$ cat src/design/hbcs_pkg.sv
// ---------------------------------------------------------------------------
// hbcs_pkg: shared types and constants for the host bridge config space
// Item structs, window byte copies, request codes and reset contents.
// ---------------------------------------------------------------------------
package hbcs_pkg;

    typedef struct packed {
        logic       req_type;
        logic [2:0] func_num;
        logic [7:0] reg_addr;
        logic [7:0] write_data;
    } req_t;

    typedef struct packed {
        logic [7:0]  read_data;
        logic        aperture_on;
        logic [9:0]  aperture_base_field;
        logic [6:0]  aperture_size_units;
        logic [19:0] mchbar_base_field;
        logic        smram_global_on;
        logic        smram_open;
        logic        smram_closed;
        logic        high_smram_on;
        logic        tseg_enable;
        logic [14:0] tseg_base_field;
        logic [1:0]  tseg_size_code;
    } rsp_t;

    // Bytes the window decode needs, held in flops beside the byte store.
    typedef struct packed {
        logic [7:0] b12;
        logic [7:0] b13;
        logic [7:0] b15;
        logic [7:0] b16;
        logic [7:0] b17;
        logic [7:0] b51;
        logic [7:0] b9d;
        logic [7:0] b9e;
        logic [7:0] bb4;
        logic [7:0] bc4;
        logic [7:0] bc5;
    } win_t;

    localparam logic       REQ_READ  = 1'b0;
    localparam logic       REQ_WRITE = 1'b1;
    localparam logic [2:0] HOST_FUNC = 3'd0;

    localparam logic [15:0] TOM_MASK = 16'hfff0;
    localparam logic [15:0] TOM_MIN  = 16'h0200;

    // TOM reset value is that of 256 MB.
    localparam win_t WIN_RESET = '{b12: 8'h00, b13: 8'h00, b15: 8'h00, b16: 8'h00,
                                   b17: 8'h00, b51: 8'h00, b9d: 8'h02, b9e: 8'h38,
                                   bb4: 8'h00, bc4: 8'h00, bc5: 8'h10};

    // Reset contents of the space, TOM excluded.
    function automatic logic [7:0] reset_byte(input logic [7:0] a);
        logic [7:0] r;
        case (a)
            8'h00: r = 8'h86;
            8'h01: r = 8'h80;
            8'h02: r = 8'h30;
            8'h03: r = 8'h1a;
            8'h04: r = 8'h06;
            8'h06: r = 8'h90;
            8'h08: r = 8'h04;
            8'h0b: r = 8'h06;
            8'h10: r = 8'h08;
            8'h34: r = 8'ha0;
            8'h78: r = 8'h10;
            8'h9d: r = 8'h02;
            8'h9e: r = 8'h38;
            8'ha0: r = 8'h02;
            8'ha2: r = 8'h20;
            8'ha4: r = 8'h17;
            8'ha5: r = 8'h02;
            8'ha7: r = 8'h1f;
            8'he4: r = 8'h09;
            8'he5: r = 8'ha0;
            8'he6: r = 8'h04;
            8'he7: r = 8'hf1;
            default: r = 8'h00;
        endcase
        return r;
    endfunction

    // Default TOM from installed memory.
    function automatic logic [15:0] default_tom(input logic [11:0] mb);
        logic [15:0] t;
        t = {mb, 4'h0};
        return (t < TOM_MIN) ? TOM_MIN : t;
    endfunction

endpackage

$ cat src/design/hbcs_regs.sv
// ---------------------------------------------------------------------------
// hbcs_regs: configuration byte store with write rules
// Registered input item, byte update per register rules, write-once bits.
// Bytes 0x00..0xff live in a memory loaded by a pass over every address after reset;
// the bytes the decode needs are kept in flops as well.
// ---------------------------------------------------------------------------
module hbcs_regs (
    input  logic           clk,
    input  logic           rst_n,
    input  logic           in_valid,
    input  hbcs_pkg::req_t req,
    input  logic [11:0]    mem_mb,
    output hbcs_pkg::win_t win,
    output logic           loading,
    output logic           done,
    output logic [7:0]     rd_data
);
    import hbcs_pkg::*;

    logic [7:0]  mem [256];
    logic [7:0]  mem_q;
    req_t        req_reg;
    logic        vld_reg;
    logic        fwd_reg;
    logic [7:0]  fwd_data_reg;
    logic        clr_reg;
    logic [7:0]  clr_idx_reg;
    win_t        win_reg, win_next;
    logic [7:0]  b0_reg, b0_next;
    logic [3:0]  sub_reg, sub_next;
    logic        done_reg;
    logic [7:0]  rd_reg, rd_next;
    logic [31:0] ab;
    logic [15:0] treg, dt;
    logic [7:0]  a, v, c, s, n;
    logic        wr;

    assign win     = win_reg;
    assign loading = clr_reg;
    assign done    = done_reg;
    assign rd_data = rd_reg;

    always_comb
    begin
        a = req_reg.reg_addr;
        v = req_reg.write_data;
        case (a)
            8'h12:   c = win_reg.b12;
            8'h13:   c = win_reg.b13;
            8'h15:   c = win_reg.b15;
            8'h16:   c = win_reg.b16;
            8'h17:   c = win_reg.b17;
            8'h51:   c = win_reg.b51;
            8'h9d:   c = win_reg.b9d;
            8'h9e:   c = win_reg.b9e;
            8'hb0:   c = b0_reg;
            8'hb4:   c = win_reg.bb4;
            8'hc4:   c = win_reg.bc4;
            8'hc5:   c = win_reg.bc5;
            default: c = fwd_reg ? fwd_data_reg : mem_q;
        endcase
        s        = 8'h00;
        n        = c;
        ab       = 32'h0;
        treg     = 16'h0;
        dt       = 16'h0;
        win_next = win_reg;
        b0_next  = b0_reg;
        sub_next = sub_reg;
        wr       = vld_reg && (req_reg.req_type == REQ_WRITE) &&
                   (req_reg.func_num == HOST_FUNC);
        rd_next  = 8'h00;
        if (vld_reg && (req_reg.req_type == REQ_READ)) begin
            if (req_reg.func_num != HOST_FUNC)
                rd_next = 8'hff;
            else if (a == 8'ha4 && b0_reg[0])
                rd_next = {c[7:3], 3'b001};
            else
                rd_next = c;
        end
        if (wr) begin
            if (a >= 8'h2c && a <= 8'h2f) begin
                if (!sub_reg[a[1:0]]) begin
                    n                = v;
                    sub_next[a[1:0]] = 1'b1;
                end
            end else if ((a >= 8'h60 && a <= 8'h67) ||
                         (a >= 8'h80 && a <= 8'h8b && a != 8'h86) ||
                         a == 8'h16 || a == 8'h17 || a == 8'hba || a == 8'hbb ||
                         a == 8'hc5 || a == 8'hde || a == 8'hdf || a == 8'hff) begin
                n = v;
            end else if (a >= 8'h70 && a <= 8'h72) begin
                n = v & 8'h77;
            end else if (a >= 8'h91 && a <= 8'h96) begin
                n = v & 8'h33;
            end else if (a >= 8'hb1 && a <= 8'hb3) begin
                n = 8'h00;
            end else begin
                case (a)
                    8'h05: n = v & 8'h01;
                    8'h07: n = c & ~(v & 8'h70);
                    8'h12, 8'h13: n = v;
                    8'h14, 8'h73, 8'h7b, 8'haa, 8'hab, 8'hb8,
                    8'hcd, 8'hcf, 8'hf4, 8'hf5, 8'hf7: n = 8'h00;
                    8'h15: n = v & 8'hf0;
                    8'h51: n = v & 8'h02;
                    8'h78: n = v & 8'h35;
                    8'h79: n = v & 8'h06;
                    8'h7a, 8'h7d: n = v & 8'h07;
                    8'h7c: n = v & 8'h70;
                    8'h7e, 8'h7f, 8'h90: n = v & 8'h30;
                    8'h97: n = v & 8'h80;
                    8'h9d:
                    begin
                        if (c[4]) begin
                            n = (c & ~8'h20) | (v & 8'h20) | 8'h02;
                        end else begin
                            s = (v & 8'h78) | 8'h02;
                            if (s[4])
                                s[6] = 1'b0;
                            n = s;
                        end
                    end
                    8'h9e:
                    begin
                        if (win_reg.b9d[4])
                            n = (c & ~(v & 8'h40)) | 8'h38;
                        else
                            n = ((c & 8'h40) & ~(v & 8'h40)) | (v & 8'h87) | 8'h38;
                    end
                    8'ha8: n = v & 8'h17;
                    8'ha9, 8'hcc, 8'hce: n = v & 8'h03;
                    8'hb0: n = v & 8'h81;
                    8'hb4: n = v & 8'h3f;
                    8'hb9: n = v & 8'hf0;
                    8'hbc, 8'hbd: n = v & 8'hf8;
                    8'hc4: n = v & 8'hf0;
                    8'hc6: n = (c & 8'h04) | (v & 8'h22);
                    8'hc7: n = v & 8'h08;
                    8'hc8, 8'hc9: n = c & ~v;
                    8'hca: n = v & 8'h7f;
                    8'hcb: n = v & 8'h02;
                    8'hf6: n = v & 8'h40;
                    8'hfe: n = v & 8'h0c;
                    default: n = c;
                endcase
            end
            case (a)
                8'h12:   win_next.b12 = n;
                8'h13:   win_next.b13 = n;
                8'h15:   win_next.b15 = n;
                8'h16:   win_next.b16 = n;
                8'h17:   win_next.b17 = n;
                8'h51:   win_next.b51 = n;
                8'h9d:   win_next.b9d = n;
                8'h9e:   win_next.b9e = n;
                8'hb0:   b0_next      = n;
                8'hb4:   win_next.bb4 = n;
                8'hc4:   win_next.bc4 = n;
                8'hc5:   win_next.bc5 = n;
                default: ;
            endcase
            // aperture re-mask; bytes 0x10/0x11 already hold 08/00
            if (a == 8'h12 || a == 8'h13 || a == 8'h51 || a == 8'hb4) begin
                ab = {win_next.b13, win_next.b12, 16'h0000}
                     & ({4'hf, win_next.bb4[5:0], 22'h0});
                win_next.b12 = ab[23:16];
                win_next.b13 = ab[31:24];
            end
            if (a == 8'hc4 || a == 8'hc5) begin
                treg = {win_next.bc5, win_next.bc4};
                if (treg < TOM_MIN) begin
                    dt = default_tom(mem_mb);
                    win_next.bc4 = dt[7:0];
                    win_next.bc5 = dt[15:8];
                end
            end
        end
    end

    always_ff @(posedge clk or negedge rst_n)
    begin
        if (!rst_n) begin
            req_reg      <= '0;
            vld_reg      <= 1'b0;
            fwd_reg      <= 1'b0;
            fwd_data_reg <= 8'h00;
            clr_reg      <= 1'b1;
            clr_idx_reg  <= 8'h00;
            win_reg      <= WIN_RESET;
            b0_reg       <= 8'h00;
            sub_reg      <= '0;
            done_reg     <= 1'b0;
            rd_reg       <= 8'h00;
        end else begin
            if (in_valid)
                req_reg <= req;
            vld_reg      <= in_valid;
            fwd_reg      <= wr && (req.reg_addr == a);
            fwd_data_reg <= n;
            if (clr_reg) begin
                clr_idx_reg <= clr_idx_reg + 8'd1;
                if (clr_idx_reg == 8'hff)
                    clr_reg <= 1'b0;
            end
            win_reg  <= win_next;
            b0_reg   <= b0_next;
            sub_reg  <= sub_next;
            done_reg <= vld_reg;
            rd_reg   <= rd_next;
        end
    end

    always_ff @(posedge clk)
    begin
        mem_q <= mem[req.reg_addr];
        if (clr_reg)
            mem[clr_idx_reg] <= reset_byte(clr_idx_reg);
        else if (wr)
            mem[a] <= n;
    end

endmodule

$ cat src/design/hbcs_decode.sv
// ---------------------------------------------------------------------------
// hbcs_decode: window decode and result register
// Derives aperture, MCHBAR and SMRAM/TSEG state from the stored space.
// ---------------------------------------------------------------------------
module hbcs_decode (
    input  logic           clk,
    input  logic           rst_n,
    input  hbcs_pkg::win_t win,
    input  logic           done,
    input  logic [7:0]     rd_data,
    input  logic [11:0]    mem_mb,
    output hbcs_pkg::rsp_t rsp,
    output logic           strobe
);
    import hbcs_pkg::*;

    rsp_t        rsp_reg, rsp_next;
    logic        strobe_reg;
    logic [31:0] ab;
    logic [15:0] tom_f, tom;   // TOM in 64 KB units
    logic [15:0] mem_u;
    logic [15:0] tsize;        // in 64 KB units
    logic [15:0] tdiff;
    logic [7:0]  sm, esm;
    logic        tseg;

    assign rsp    = rsp_reg;
    assign strobe = strobe_reg;

    always_comb
    begin
        sm    = win.b9d;
        esm   = win.b9e;
        ab    = {win.b13, win.b12, 16'h0} & {4'hf, win.bb4[5:0], 22'h0};
        mem_u = {mem_mb, 4'h0};
        tom_f = {win.bc5, win.bc4} & TOM_MASK;
        tom   = (tom_f == 16'h0 || tom_f > mem_u) ? mem_u : tom_f;
        tsize = 16'h0002 << esm[2:1];
        tseg  = sm[3] && esm[0] && (tom != 16'h0) && (tom >= tsize);
        tdiff = tom - tsize;
        rsp_next.read_data           = rd_data;
        rsp_next.aperture_on         = win.b51[1] && (ab != 32'h0);
        rsp_next.aperture_base_field = ab[31:22];
        rsp_next.aperture_size_units = {1'b0, ~win.bb4[5:0]} + 7'd1;
        rsp_next.mchbar_base_field   = {win.b17, win.b16, win.b15[7:4]};
        rsp_next.smram_global_on     = sm[3];
        rsp_next.smram_open          = (sm[6] && !sm[4]);
        rsp_next.smram_closed        = sm[5];
        rsp_next.high_smram_on       = sm[3] && esm[7];
        rsp_next.tseg_enable         = tseg;
        rsp_next.tseg_base_field     = tseg ? tdiff[15:1] : 15'h0;
        rsp_next.tseg_size_code      = tseg ? esm[2:1] : 2'd0;
    end

    always_ff @(posedge clk or negedge rst_n)
    begin
        if (!rst_n) begin
            strobe_reg <= 1'b0;
            rsp_reg    <= '0;
        end else begin
            strobe_reg <= done;
            rsp_reg    <= rsp_next;
        end
    end

endmodule

$ cat src/design/host_bridge_config_space.sv
// ---------------------------------------------------------------------------
// host_bridge_config_space: byte-wide PCI host bridge configuration space
// Top level: command port, memory size register and two pipeline stages.
// ---------------------------------------------------------------------------
// Usage:
//   An item (req) is taken at a clock edge with start high and busy low.
//   After reset busy stays high while the byte store is loaded with its
//   reset contents; after that busy is low for good.
//   Stage one registers the item and reads the byte store, then applies the
//   read or write; stage two decodes the aperture, MCHBAR and SMRAM/TSEG
//   windows from the updated space. The result (rsp) is marked by done for
//   one cycle, after the item, stage-one and decode registers. The receiver
//   cannot stall; every item gives one result; one item per cycle.
//   cfg_we writes memory_size_mb (MB of installed memory) from cfg_wdata;
//   write it only while no item is in flight.
//   Reset loads the ID bytes, defaults and the TOM for 256 MB, clears the
//   write-once subsystem flags and sets memory_size_mb to 256.
// ---------------------------------------------------------------------------
module host_bridge_config_space (
    input  logic             clk,
    input  logic             rst_n,
    input  logic             start,
    output logic             busy,
    input  hbcs_pkg::req_t   req,
    output logic             done,
    output hbcs_pkg::rsp_t   rsp,
    input  logic             cfg_we,
    input  logic [11:0]      cfg_wdata
);
    import hbcs_pkg::*;

    logic [11:0] mem_mb_reg;
    win_t        win;
    logic        loading;
    logic        s1_done;
    logic [7:0]  s1_rd;

    assign busy = loading;

    always_ff @(posedge clk or negedge rst_n)
    begin
        if (!rst_n)
            mem_mb_reg <= 12'd256;
        else if (cfg_we)
            mem_mb_reg <= cfg_wdata;
    end

    hbcs_regs u_regs (
        .clk      (clk),
        .rst_n    (rst_n),
        .in_valid (start && !loading),
        .req      (req),
        .mem_mb   (mem_mb_reg),
        .win      (win),
        .loading  (loading),
        .done     (s1_done),
        .rd_data  (s1_rd)
    );

    hbcs_decode u_decode (
        .clk     (clk),
        .rst_n   (rst_n),
        .win     (win),
        .done    (s1_done),
        .rd_data (s1_rd),
        .mem_mb  (mem_mb_reg),
        .rsp     (rsp),
        .strobe  (done)
    );

endmodule
$ cat config.mk
export PLATFORM = sky130hd
export DESIGN_NAME = host_bridge_config_space
export DESIGN_NICKNAME = d
export VERILOG_FILES = /design/src/design/hbcs_pkg.sv /design/src/design/hbcs_regs.sv /design/src/design/hbcs_decode.sv /design/src/design/host_bridge_config_space.sv
export SDC_FILE = /design/constraint.sdc
export NUM_CORES = 2
export LEC_CHECK = 0
export BUFFER_PORTS_ARGS = -buffer_cell sky130_fd_sc_hd__buf_2
export CAP_MARGIN = 10
export CORE_UTILIZATION = 50
export DETAILED_ROUTE_END_ITERATION = 8
export GPL_ROUTABILITY_DRIVEN = 0
export PLACE_DENSITY = 0.66
export SLEW_MARGIN = 25
export SYNTH_ARGS = -nofsm -noshare
export SYNTH_HDL_FRONTEND = slang
export SYNTH_SLANG_ARGS = --single-unit
export TNS_END_PERCENT = 5
$ cat constraint.sdc
create_clock -name clk -period 35.8 [get_ports clk]
set_input_delay 5.37 -clock clk [delete_from_list [all_inputs] [get_ports clk]]
set_output_delay 5.37 -clock clk [all_outputs]
set_load 0.02 [all_outputs]
==> Yosys cells after proc, flatten, opt, wreduce, memory -nomap -nowiden <==
Memory sizes are Yosys's and may differ from the RTL's. A register that Yosys moved wholly into a read port is not among the register bits.
Index checks and enable logic that the tools add are counted.
{ "op_classes": {"add_sub_neg": 3, "magnitude_cmp": 18, "eq_ne": 80, "shifts": 1, "muxes": 49, "n_bitwise": 16, "reduce_logical": 65} }
{ "ops": {"columns": ["op", "count"], "rows": [
  ["8-bit equality test (second input constant)", 49],
  ["8-bit two-way mux", 25],
  ["8-bit one-hot mux with 25 select lines", 1],
  ["8-bit one-hot mux with 17 select lines", 1],
  ["8-bit one-hot mux with 12 select lines", 1],
  ["8-bit by 7-bit equality test with 1-bit output (second input constant)", 11],
  ["16-bit two-way mux", 5],
  ["32-bit bitwise AND", 2],
  ["8-bit by 5-bit equality test with 1-bit output (second input constant)", 7],
  ["8-bit by 3-bit equality test with 1-bit output (second input constant)", 4],
  ["16-bit by 10-bit < comparator with 1-bit output (second input constant)", 2],
  ["32-bit nonzero test", 1],
  ["8-bit bitwise AND", 3],
  ["8-bit greater-or-equal comparator (second input constant)", 3],
  ["8-bit less-or-equal comparator (second input constant)", 3],
  ["1-bit logical AND", 20],
  ["8-bit by 2-bit equality test with 1-bit output (second input constant)", 2],
  ["8-bit by 4-bit equality test with 1-bit output (second input constant)", 2],
  ["16-bit greater-or-equal comparator", 1],
  ["8-bit by 7-bit greater-or-equal comparator with 1-bit output (second input constant)", 2],
  ["16-bit > comparator", 1],
  ["8-bit by 7-bit less-or-equal comparator with 1-bit output (second input constant)", 2],
  ["16-bit zero test", 1],
  ["7-bit inverter with 8-bit output", 2],
  ["other kinds (39)", 81]
]} }
{ "totals": {"reg_bits": 229, "ram_bits": 2048, "input_bits": 36, "output_inout_bits": 70, "wordCells": 272, "mem_count": 1} }
{ "memory_table": {"columns": ["memory", "depth", "word_bits", "read_ports", "rd_clocked_by_memory_dff", "wr", "line_no", "source"], "rows": [
  ["u_regs.mem", 256, 8, 1, 1, 1, "hbcs_regs.sv:20", "logic [7:0] mem [256];"]
]} }

==> Depth between registers and ports, before layout <==
{ "logic_depth": {"ltp_word": 19, "mapped_depth": 16, "ltp_nobuf": 16} }

==> Cells and area by module <==
Synthesis repeated with hierarchy kept, for this count alone.
{ "hier_totals": {"hier_cells": 4479, "area_unflattened_um2": 91382.6} }
{ "by_module_without_submodules": {"columns": ["module", "n_inst", "cells_each", "area_each_um2", "seq_area_each_um2"], "rows": [
  ["hbcs_regs", 1, 4208, 87913.1, 65370.2],
  ["hbcs_decode", 1, 245, 2977.9, 1726.7],
  ["host_bridge_config_space", 1, 26, 491.7, 301.5]
]} }

==> Worst setup path before layout <==
OpenSTA, ideal clock, no wires.
{ "synth_path": {"kind": "register -> register", "startpoint": "register u_regs.clr_idx_reg[0]", "endpoint": "memory u_regs.mem[0][7] (data pin)", "setup_ps": 2265, "t_arrival_ps": 12420, "required_time_ps": 33535, "path_slack_ps": 21115, "path_stages_with_launch": 12, "path_buffers": 2, "period_less_slack_ps": 14685, "path_cell_list": "dfrtp_1 clkbuf_1 inv_1 ha_1 clkbuf_1 nand2_1 o21ai_0 and3_1 a31oi_1 nor2_1 o31ai_1 o32ai_1"} }
{ "synth_between": {"elab_chain_len": 5, "word_cells_on_any_way": 29, "classes_between": "21 x eq/ne; 3 x mux; 5 x reduce/logical"} }
{ "synth_lines": {"columns": ["item", "line_no", "source"], "rows": [
  ["start, declared", "hbcs_regs.sv:27", "logic [7:0] clr_idx_reg;"],
  ["start signal, assigned", "hbcs_regs.sv:202", "clr_idx_reg <= clr_idx_reg + 8'd1;"],
  ["8-bit equality test, or another cell as far along", "hbcs_pkg.sv:59", "case (a)"],
  ["3-bit OR reduction (no line) / 2-bit OR reduction (equally long branches)", null, null],
  ["8-bit one-hot mux with 17 select lines (*)", "hbcs_pkg.sv:59", null],
  ["8-bit two-way mux (*)", "hbcs_regs.sv:217", "if (clr_reg)"],
  ["8-bit two-way mux (no line) (*)", null, null],
  ["end, declared", "hbcs_regs.sv:20", null]
]} }
Mark *: on every way between the ends. The rest lies on a longest branch, timed or not. The select of a mux whose other input is x is not followed.

==> results.tsv <==
stage	metric	value	unit
logic_synthesis	synth_top_area_cell	edfxtp_1	
clocking	htreeDepth	4	
logic_synthesis	synth_edf_count	2048	
critical_path	cp_cell_sequence	buf_8, buf_12, buf_4, buf_4, mux4_2, mux4_2, mux4_2, mux4_2	
clocking	cts_buffers	224	
critical_path	worstPathRequired	36.53	ns
drt	num_vias	45672	
logic_synthesis	yosysMostFrequentCell	edfxtp_1	
grt	grt_pass1_wl	319600	um
grt	antenna_found_initial	5	
critical_path	crit_buf_inv	4	
grt	track_usage	23.90	%
clocking	hold_buffers	0	
sta	final_max_slew_viol_count	0	
die	die_y	429	um
sta	clock.fmax	101.0	MHz
sta	fin_skew	0.04173	ns
drt	drt_iter0_markers	5923	
logic_synthesis	synth_area_leaders	edfxtp_1, mux4_2, dfrtp_1, nor2_1, nand2_1	
sta	hold_viol_final	0	
die	die_area	0.1840	sq mm
power	peakVddDrop	0.00003907	V
die	start_util	50.38	%
power	netSwitchingFraction	21.27	%
critical_path	worstRegToRegCells	12	
drt	drc	0	
die	num_io_pins	106	
clocking	post-cts-setup-buffer-count	0	
logic_synthesis	synthCells	4512	
drt	ant_nets	0	
sta	post-route-period-util	27.66	%
sta	finalCriticalPeriod	9.904	ns
power	power_frac_comb	5.0	%
grt	grt_pass1_vias	45706	
critical_path	cp_common_cell	mux4_2	
power	power.switching	1.191	mW
place	postPlaceCellArea	0.09450	sq mm
finish	largest_reg_flops	2048	
logic_synthesis	synth_area	0.09116	sq mm
critical_path	crit_start	req[8]	
logic_synthesis	syn_nets	4571	
power	pwr-share-clk	43.1	%
logic_synthesis	synth_commonest_cells	edfxtp_1, mux4_2, nor2_1	
power	cellInternalPower	4.406	mW
logic_synthesis	yosys.area.top_type_share	67.46	%
clocking	cts_sinks	2285	
critical_path	endpoint	u_regs.mem_q[5]$_DFF_P_	
logic_synthesis	syn_avg_cell_area	20.20	sq um
drt	wl	218400	um
clocking	clk_latency	0.87	ns
critical_path	critical-path-top-delay-family	buffers and inverters	
clocking	cts_resized	0	
outcome	status	finished clean	
critical_path	worst-path-stages	8	
drt	firstDrtPassIters	7	
grt	grt_max_degree	257	
critical_path	r2r_slack	29.55	ns
drt	via_per_inst	6.313	
finish	syn2layout_area_growth	12.16	%
critical_path	critPathArrivalTime	10.64	ns
power	p_leak	33.74	nW
sta	fin_tns_setup	0	ns
clocking	root_buffer	clkbuf_16	
clocking	clockBufferDepth	3	
power	seq_power_share	51.9	%
critical_path	cp-start-kind	primary input	
sta	holdWs	0.3391	ns
power	power.density	54.73	mW/mm^2
place	hpwl	128400	um
min_path	whs_path_depth	0	
logic_synthesis	synthArstFlopShare	10.02	%
sta	slew_headroom	26.51	%
critical_path	crit_type	in -> reg	
sta	tightest_slew	1.098	ns
critical_path	cpPeakStageDelay	0.85	ns
run	max-cap-violations	0	
critical_path	end_kind	register	
finish	finalInstanceArea	0.1023	sq mm
critical_path	reg2reg_to	u_regs.mem[151][1]$_DFFE_PP_	
sta	setup_viol	0	
critical_path	crit_path_max_fanout	100	
min_path	hold_class	reg -> reg	
logic_synthesis	yosys_most_used_dff	edfxtp_1	
die	rows	156	
place	port_buffers	105	
logic_synthesis	yosysUniqueCellTypes	94	
clocking	cts_tree	done	
logic_synthesis	yosys_warnings	0	
grt	grt_overflow	0	
logic_synthesis	synth_seq_cells	2285	
die	core_area	0.1809	sq mm
finish	drive_gt1_share	27.28	%
drt	post_drt_wl_per_cell	30.18	um
finish	nFillCells	13156	
die	fp.dieW	429	um
logic_synthesis	ys_seq_area_share	73.93	%
critical_path	cpMaxStageDelayCell	buf_4	
finish	fin_nets	4730	
sta	rsz0062_at_grt	no	
clocking	cts.clk_slew.worst_paths	0.06	ns
critical_path	rr_startpoint	u_regs.a[7]$_DFFE_PN0P_	
## metrics by stage
step / util, % / power, mW / setup slack (ns) / cells
6_report: 56.51 / 5.596 / 25.90 / 7235
3_5_place_dp: 52.23 / 3.238 / 24.87 / 6810
5_1_grt: 56.51 / 5.736 / 25.50 / 7231
3_3_place_gp: 52.22 / 3.235 / 24.86 / 6810
2_1_floorplan: - / 3.140 / 21.12 / 4512
4_1_cts: 56.40 / 5.630 / 25.78 / 7225
## per-layer routing
layer | vias to the layer above | track usage, % | wire [um]
li1 | 18898 | - | -
met1 | 24044 | 34.56 | 88350
met2 | 2324 | 37.38 | 104200
met3 | 406 | 4.362 | 19420
met4 | 0 | 7.274 | 6370
met5 | - | 0 | 0
## kinds of logic after synthesis
logic type | after synthesis | synth area share [%]
buf+inv | 313 | 1.411
flops | 2285 | 73.93
simple gates | 785 | 3.991
compound gates | 325 | 2.436
xor+xnor | 40 | 0.3843
mux | 741 | 17.53
fa+ha+maj | 23 | 0.3157
## worst min-delay path by stage
| stage | startpoint | endpoint | slack, ns |
|---|---|---|---|
| 6_report | u_regs.done$_DFF_PN0_ | u_decode.strobe$_DFF_PN0_ | 0.34 |
| 5_1_grt | u_regs.done$_DFF_PN0_ | u_decode.strobe$_DFF_PN0_ | 0.36 |
| 4_1_cts | u_regs.rd_data[5]$_DFF_PN0_ | u_decode.rsp[65]$_DFF_PN0_ | 0.35 |
| 3_5_place_dp | u_regs.rd_data[7]$_DFF_PN0_ | u_decode.rsp[67]$_DFF_PN0_ | 0.33 |
| 3_3_place_gp | u_regs.rd_data[6]$_DFF_PN0_ | u_decode.rsp[66]$_DFF_PN0_ | 0.34 |
| 2_1_floorplan | u_regs.rd_data[0]$_DFF_PN0_ | u_decode.rsp[60]$_DFF_PN0_ | 0.33 |
## worst register-to-register path, delay by kind of cell (launching register included)
kind	cells	cell delay (ns)
AND/OR/NAND/NOR	4	1.73
buffers and inverters	3	1.72
flip-flops	1	0.72
AO/OA/AOI/OAI	5	1.59
## cell usage in the layout, fill, tap and decap left out, types with 10 or more instances in the layout
cell type / netlist / layout
a211oi_1: 15 / 15
a21o_1: 11 / 11
a21oi_1: 37 / 37
a22oi_1: 10 / 10
a31oi_1: 11 / 11
a32oi_1: 13 / 13
and2_1: 26 / 26
buf_2: 71 / 100
buf_4: 2 / 89
bufinv_16: 0 / 29
clkbuf_1: 163 / 48
clkbuf_16: 0 / 230
clkinv_1: 1 / 43
clkinv_2: 0 / 30
dfrtp_1: 222 / 222
edfxtp_1: 2048 / 2048
ha_1: 23 / 23
inv_1: 39 / 39
mux2_2: 34 / 34
mux2i_1: 25 / 25
mux4_2: 681 / 681
nand2_1: 182 / 182
nand2b_1: 14 / 14
nand3_1: 52 / 52
nand4_1: 21 / 21
nor2_1: 346 / 320
nor2_2: 1 / 27
nor2b_1: 30 / 29
nor3_1: 31 / 30
nor4_1: 17 / 16
o21ai_0: 99 / 93
o21ai_1: 13 / 16
o31ai_1: 12 / 11
xnor2_1: 31 / 31
## power groups by stage
stage,clock [mW],combinational (mW),sequential [mW]
2_1_floorplan,0,0.176,2.96
3_3_place_gp,0,0.274,2.96
3_5_place_dp,0,0.276,2.96
4_1_cts,2.45,0.277,2.91
5_1_grt,2.54,0.291,2.91
6_report,2.41,0.277,2.91
## cell type report
class | count | area (sq um) | area share (%)
sequential | 2285 | 67400 | 65.91
multi-input combinational | 1914 | 22680 | 22.18
timing repair buffer | 206 | 1493 | 1.460
clock buffer | 287 | 6060 | 5.926
antenna | 5 | 12.51 | 0.01224
inverter | 40 | 150.1 | 0.1468
clock inverter | 128 | 1489 | 1.456
tap | 2370 | 2965 | 2.900
Power figures use the tool's default switching activity.
